===== src/hw/rtl/rbth_ram.sv =====
// Generic single-port RAM with registered read data.
`timescale 1ns / 1ps

module rbth_ram #(
	parameter int WIDTH = 8,
	parameter int DEPTH = 16,
	localparam int AW = (DEPTH > 1) ? $clog2(DEPTH) : 1
) (
	input  logic             clk,
	input  logic             we,
	input  logic [AW-1:0]    addr,
	input  logic [WIDTH-1:0] wdata,
	output logic [WIDTH-1:0] rdata
);

	logic [WIDTH-1:0] mem [DEPTH];

	// Write or read one word per cycle.
	always_ff @(posedge clk) begin
		if (we) begin
			mem[addr] <= wdata;
		end else begin
			rdata <= mem[addr];
		end
	end

endmodule


===== config.mk =====
export PLATFORM = sky130hd
export DESIGN_NAME = rbth_ram
export DESIGN_NICKNAME = d
export VERILOG_FILES = /design/src/hw/rtl/rbth_ram.sv
export SDC_FILE = /design/constraint.sdc
export NUM_CORES = 1
export LEC_CHECK = 0
export BUFFER_PORTS_ARGS = -buffer_cell sky130_fd_sc_hd__buf_2
export CAP_MARGIN = 20
export CORE_MARGIN = 2
export CORE_UTILIZATION = 40
export CTS_CLUSTER_DIAMETER = 120
export DETAILED_ROUTE_END_ITERATION = 8
export HOLD_SLACK_MARGIN = 0.08
export SETUP_SLACK_MARGIN = 0.05
export SLEW_MARGIN = 20
export SYNTH_ARGS = -nofsm -noshare
export SYNTH_HDL_FRONTEND = slang
export SYNTH_SLANG_ARGS = --single-unit

===== constraint.sdc =====
create_clock -name clk -period 2 [get_ports clk]
set_input_delay 0.2 -clock clk [delete_from_list [all_inputs] [get_ports clk]]
set_output_delay 0.2 -clock clk [all_outputs]
set_load 0.01 [all_outputs]

### Word level (Yosys, flattened, before mapping)

Memory sizes are Yosys's and may differ from the RTL's. A register that Yosys moved wholly into a read port is not among the register bits.
Cells that the tools add are included.
Widths: inputs -> output; s select.

* register bits: 0
* memory bits (writable): 128
* input port bits: 14
* word-level logic and storage cells: 4
* memories kept: 1

Memory list
* mem: words 16, width 8, rd ports 1, clocked after memory_dff 1, write ports 1, RTL line 16 `logic [WIDTH-1:0] mem [DEPTH];`

* multiplexer cells: 2
* reductions and logical operators: 1

Operators by type and width (count)
* $mux 1: 2
* $logic_not 1->1: 1

### Depth between registers and ports, before layout

* depth in word-level cells: 2
* depth in mapped cells: 5

### Worst setup path before layout

OpenSTA, ideal clock, no wires.

* path type: input-to-reg
* start point: in we
* end point: mem mem[0][0] (enable)
* data arrival time: 1.303 ns
* required time: 1.617 ns
* slack: 0.314 ns
* stages: 3
* path buffers: 0
* cells stage by stage: inv_1 -> or3_1 -> nor3_1

* cells in the longest elaborated chain, start to end: 2

Ends and longest elaborated chain
* from (decl): RTL line 10 `input logic we,`
* $mux 1: RTL line 20 `if (we) begin`
* $mux 1 (not written as such): RTL line 21 `mem[addr] <= wdata;`
* to (decl): RTL line 16

Every way passes these cells.

==> results.cfg <==
[timing]
tightest_slew_ns = 0.423
max_freq_mhz = 651
clock_skew_ns = 0.00519
rsz0062_at_grt = no
hold_violations = 0
max-slew-margin-rel_pct = 71.8
period_minus_slack_ns = 1.54
setup_ws_ns = 0.465
min_period_over_period_pct = 76.8
whs_ns = 0.183
drv_slew = 0
finalSetupViolations = 0
fin_setup_tns_ns = 0

[layout]
regArea_um2 = 4080
layout-drive-gt1-share_pct = 35.9
area_delta_synth_final_pct = 20.3
nFillCells = 1009
multi_input_area_um2 = 1000
final_util_pct = 49.3
antennaDiodeCount = 0
fin_nets = 300

[clocking]
path_clk_slew_ns = 0.05
cts-buffers-inserted = 17
cts.htree.levels = 4
cts-hold-fix-buffers = 0
cts_tree = done
clockRootBuffer = clkbuf_16
clk_latency_ns = 0.40
ctsResizeCount = 0
clkSinkCount = 136
post_cts_buffers = 0
cts_buffer_depth = 2

[placement]
port_buffers = 21
pre_cts_ws_ns = 0.199
hpwl_um = 6260
gp_congestion = 0.753

[grt]
grt.total_usage_pct = 15.4
grt_overflow = 0
grt_max_degree = 24
antenna_found_initial = 0
grt_pass1_wl_um = 15100
grt_pass1_vias = 2528

[die]
die_w_um = 117
pin_count = 22
row_count = 41
initial_core_util_pct = 41.0
die_area_um2 = 13800
core_area_um2 = 12600
die_h_um = 117

[synthesis]
synth_cells = 231
synth_nets = 245
synth_area_leader_cell = edfxtp_1
ys_seq_area_share_pct = 79.3
synth-seq-cells = 136
avgSynthCellArea_um2 = 22.3
synth_area_leaders = edfxtp_1 79%, mux4_2 14%, a22oi_1 2.3%
yosys_warnings = 0
synth.top_cell.area_share_pct = 79.3
synthDistinctLibCells = 18
synthesis.area_um2 = 5150

[detailed_routing]
routed_wl_um = 9910
drc = 0
viasPerCell = 5.18
vias = 2418
first_pass_iters = 4
drtIter0Drc = 254
wl_per_cell_um = 21.2
antenna_left = 0

[critical_path]
setup.worst_path.start = mem[2][3]
rrSetupSlack_ns = 0.46
cp.required_ns = 2.13
crit_type = reg2reg
critPathCapture = rdata[3]
r2r_cells = 3
worstReg2RegEnd = rdata[3]
cp.arrival_ns = 1.66
startpoint_type = flip-flop
crit_path_end_kind = flip-flop
crit_fanout = 1
r2r-start = mem[2][3]

[run_status]
status = completed

[power_and_ir_drop]
p_leak_nw = 2.05
ir_drop_mv = 0.676
p_per_area_nw_per_um2 = 1030
finalPower_mw = 6.38

[run]
maxCapViolCount = 0

[hold_path]
hold_path.class = in2reg
-- kinds of logic after synthesis --
kind of cell           after synthesis  share of synthesized area, %
AO/OA/AOI/OAI                       16                          2.33
multiplexers                        32                          14.0
buffers and inverters               12                          1.24
AND/OR/NAND/NOR                     35                          3.11
flip-flops                         136                          79.3
-- synth_stat cells (all sizes together) --
cell and count:
nand2 9, inv 1, or3 1, nand2b 2, and2 1, nand3 1, edfxtp 136, nor2b 2
nor3 4, nand3b 2, buf 8, mux4 32, nor2 13, a22oi 16, clkbuf 3
-- critical path: stages, from the launching register on --
cell,delay (ns)
edfxtp_1,0.37
mux4_2,0.46
a22oi_1,0.29
nand2_1,0.14
-- state kept, by name, indices dropped and copies added (netlist names) --
name	count
mem	128
rdata	8
-- how the worst min path moves through the flow --
stage / cells past startpoint / start / end / slack (ns)
2_1_floorplan: 0 / wdata[0] / mem[0][0] / 0.30
3_3_place_gp: 1 / wdata[5] / mem[4][5] / 0.59
3_5_place_dp: 1 / wdata[0] / mem[6][0] / 0.60
4_1_cts: 1 / wdata[0] / mem[13][0] / 0.17
5_1_grt: 1 / wdata[5] / mem[4][5] / 0.18
6_report: 1 / wdata[3] / mem[4][3] / 0.18
-- power breakdown --
| group | internal (mW) | switching [mW] | leakage, nW |
|---|---|---|---|
| logic | 0.138 | 0.177 | 0.551 |
| clock network | 1.79 | 1.04 | 0.263 |
| registers | 3.21 | 0.0184 | 1.24 |
| total | 5.14 | 1.23 | 2.05 |
-- final cells by class --
type	count	area share [%]
sequential	136	66.0
multi-input combinational	83	16.2
clock buffer	18	6.93
timing repair buffer	47	5.66
tap	172	3.48
clock inverter	10	1.76
inverter	1	0.0606
-- per-stage QoR --
step                      std cells  area (um2)
after floorplan                 231        5150
after global placement          439        5650
after detailed placement        439        5650
after CTS                       467        6190
after global routing            467        6190
final                           467        6190
-- routing by layer --
metal	global-route usage, %	share of wire (%)	wire length, um
met1	21.0	46	4560
met2	24.5	50	4910
met3	3.59	3.3	324
met4	5.42	1.2	121
met5	0	0	0
-- cell usage in the layout (no fill, tap or decap) --
cell type   instances
clkinvlp_4          2
nand3_1             1
nand2_1             9
nand3b_1            2
edfxtp_1          136
bufinv_16           2
and2_1              1
inv_1               1
clkinv_4            1
clkinv_2            5
clkbuf_16          17
nand2b_1            2
buf_4              22
a22oi_1            16
nor2b_1             2
nor2_1             13
or3_1               1
nor3_1              4
mux4_2             32
clkbuf_1            1
buf_12              4
buf_2              21
Note: power is estimated with default switching activity, not from simulation.
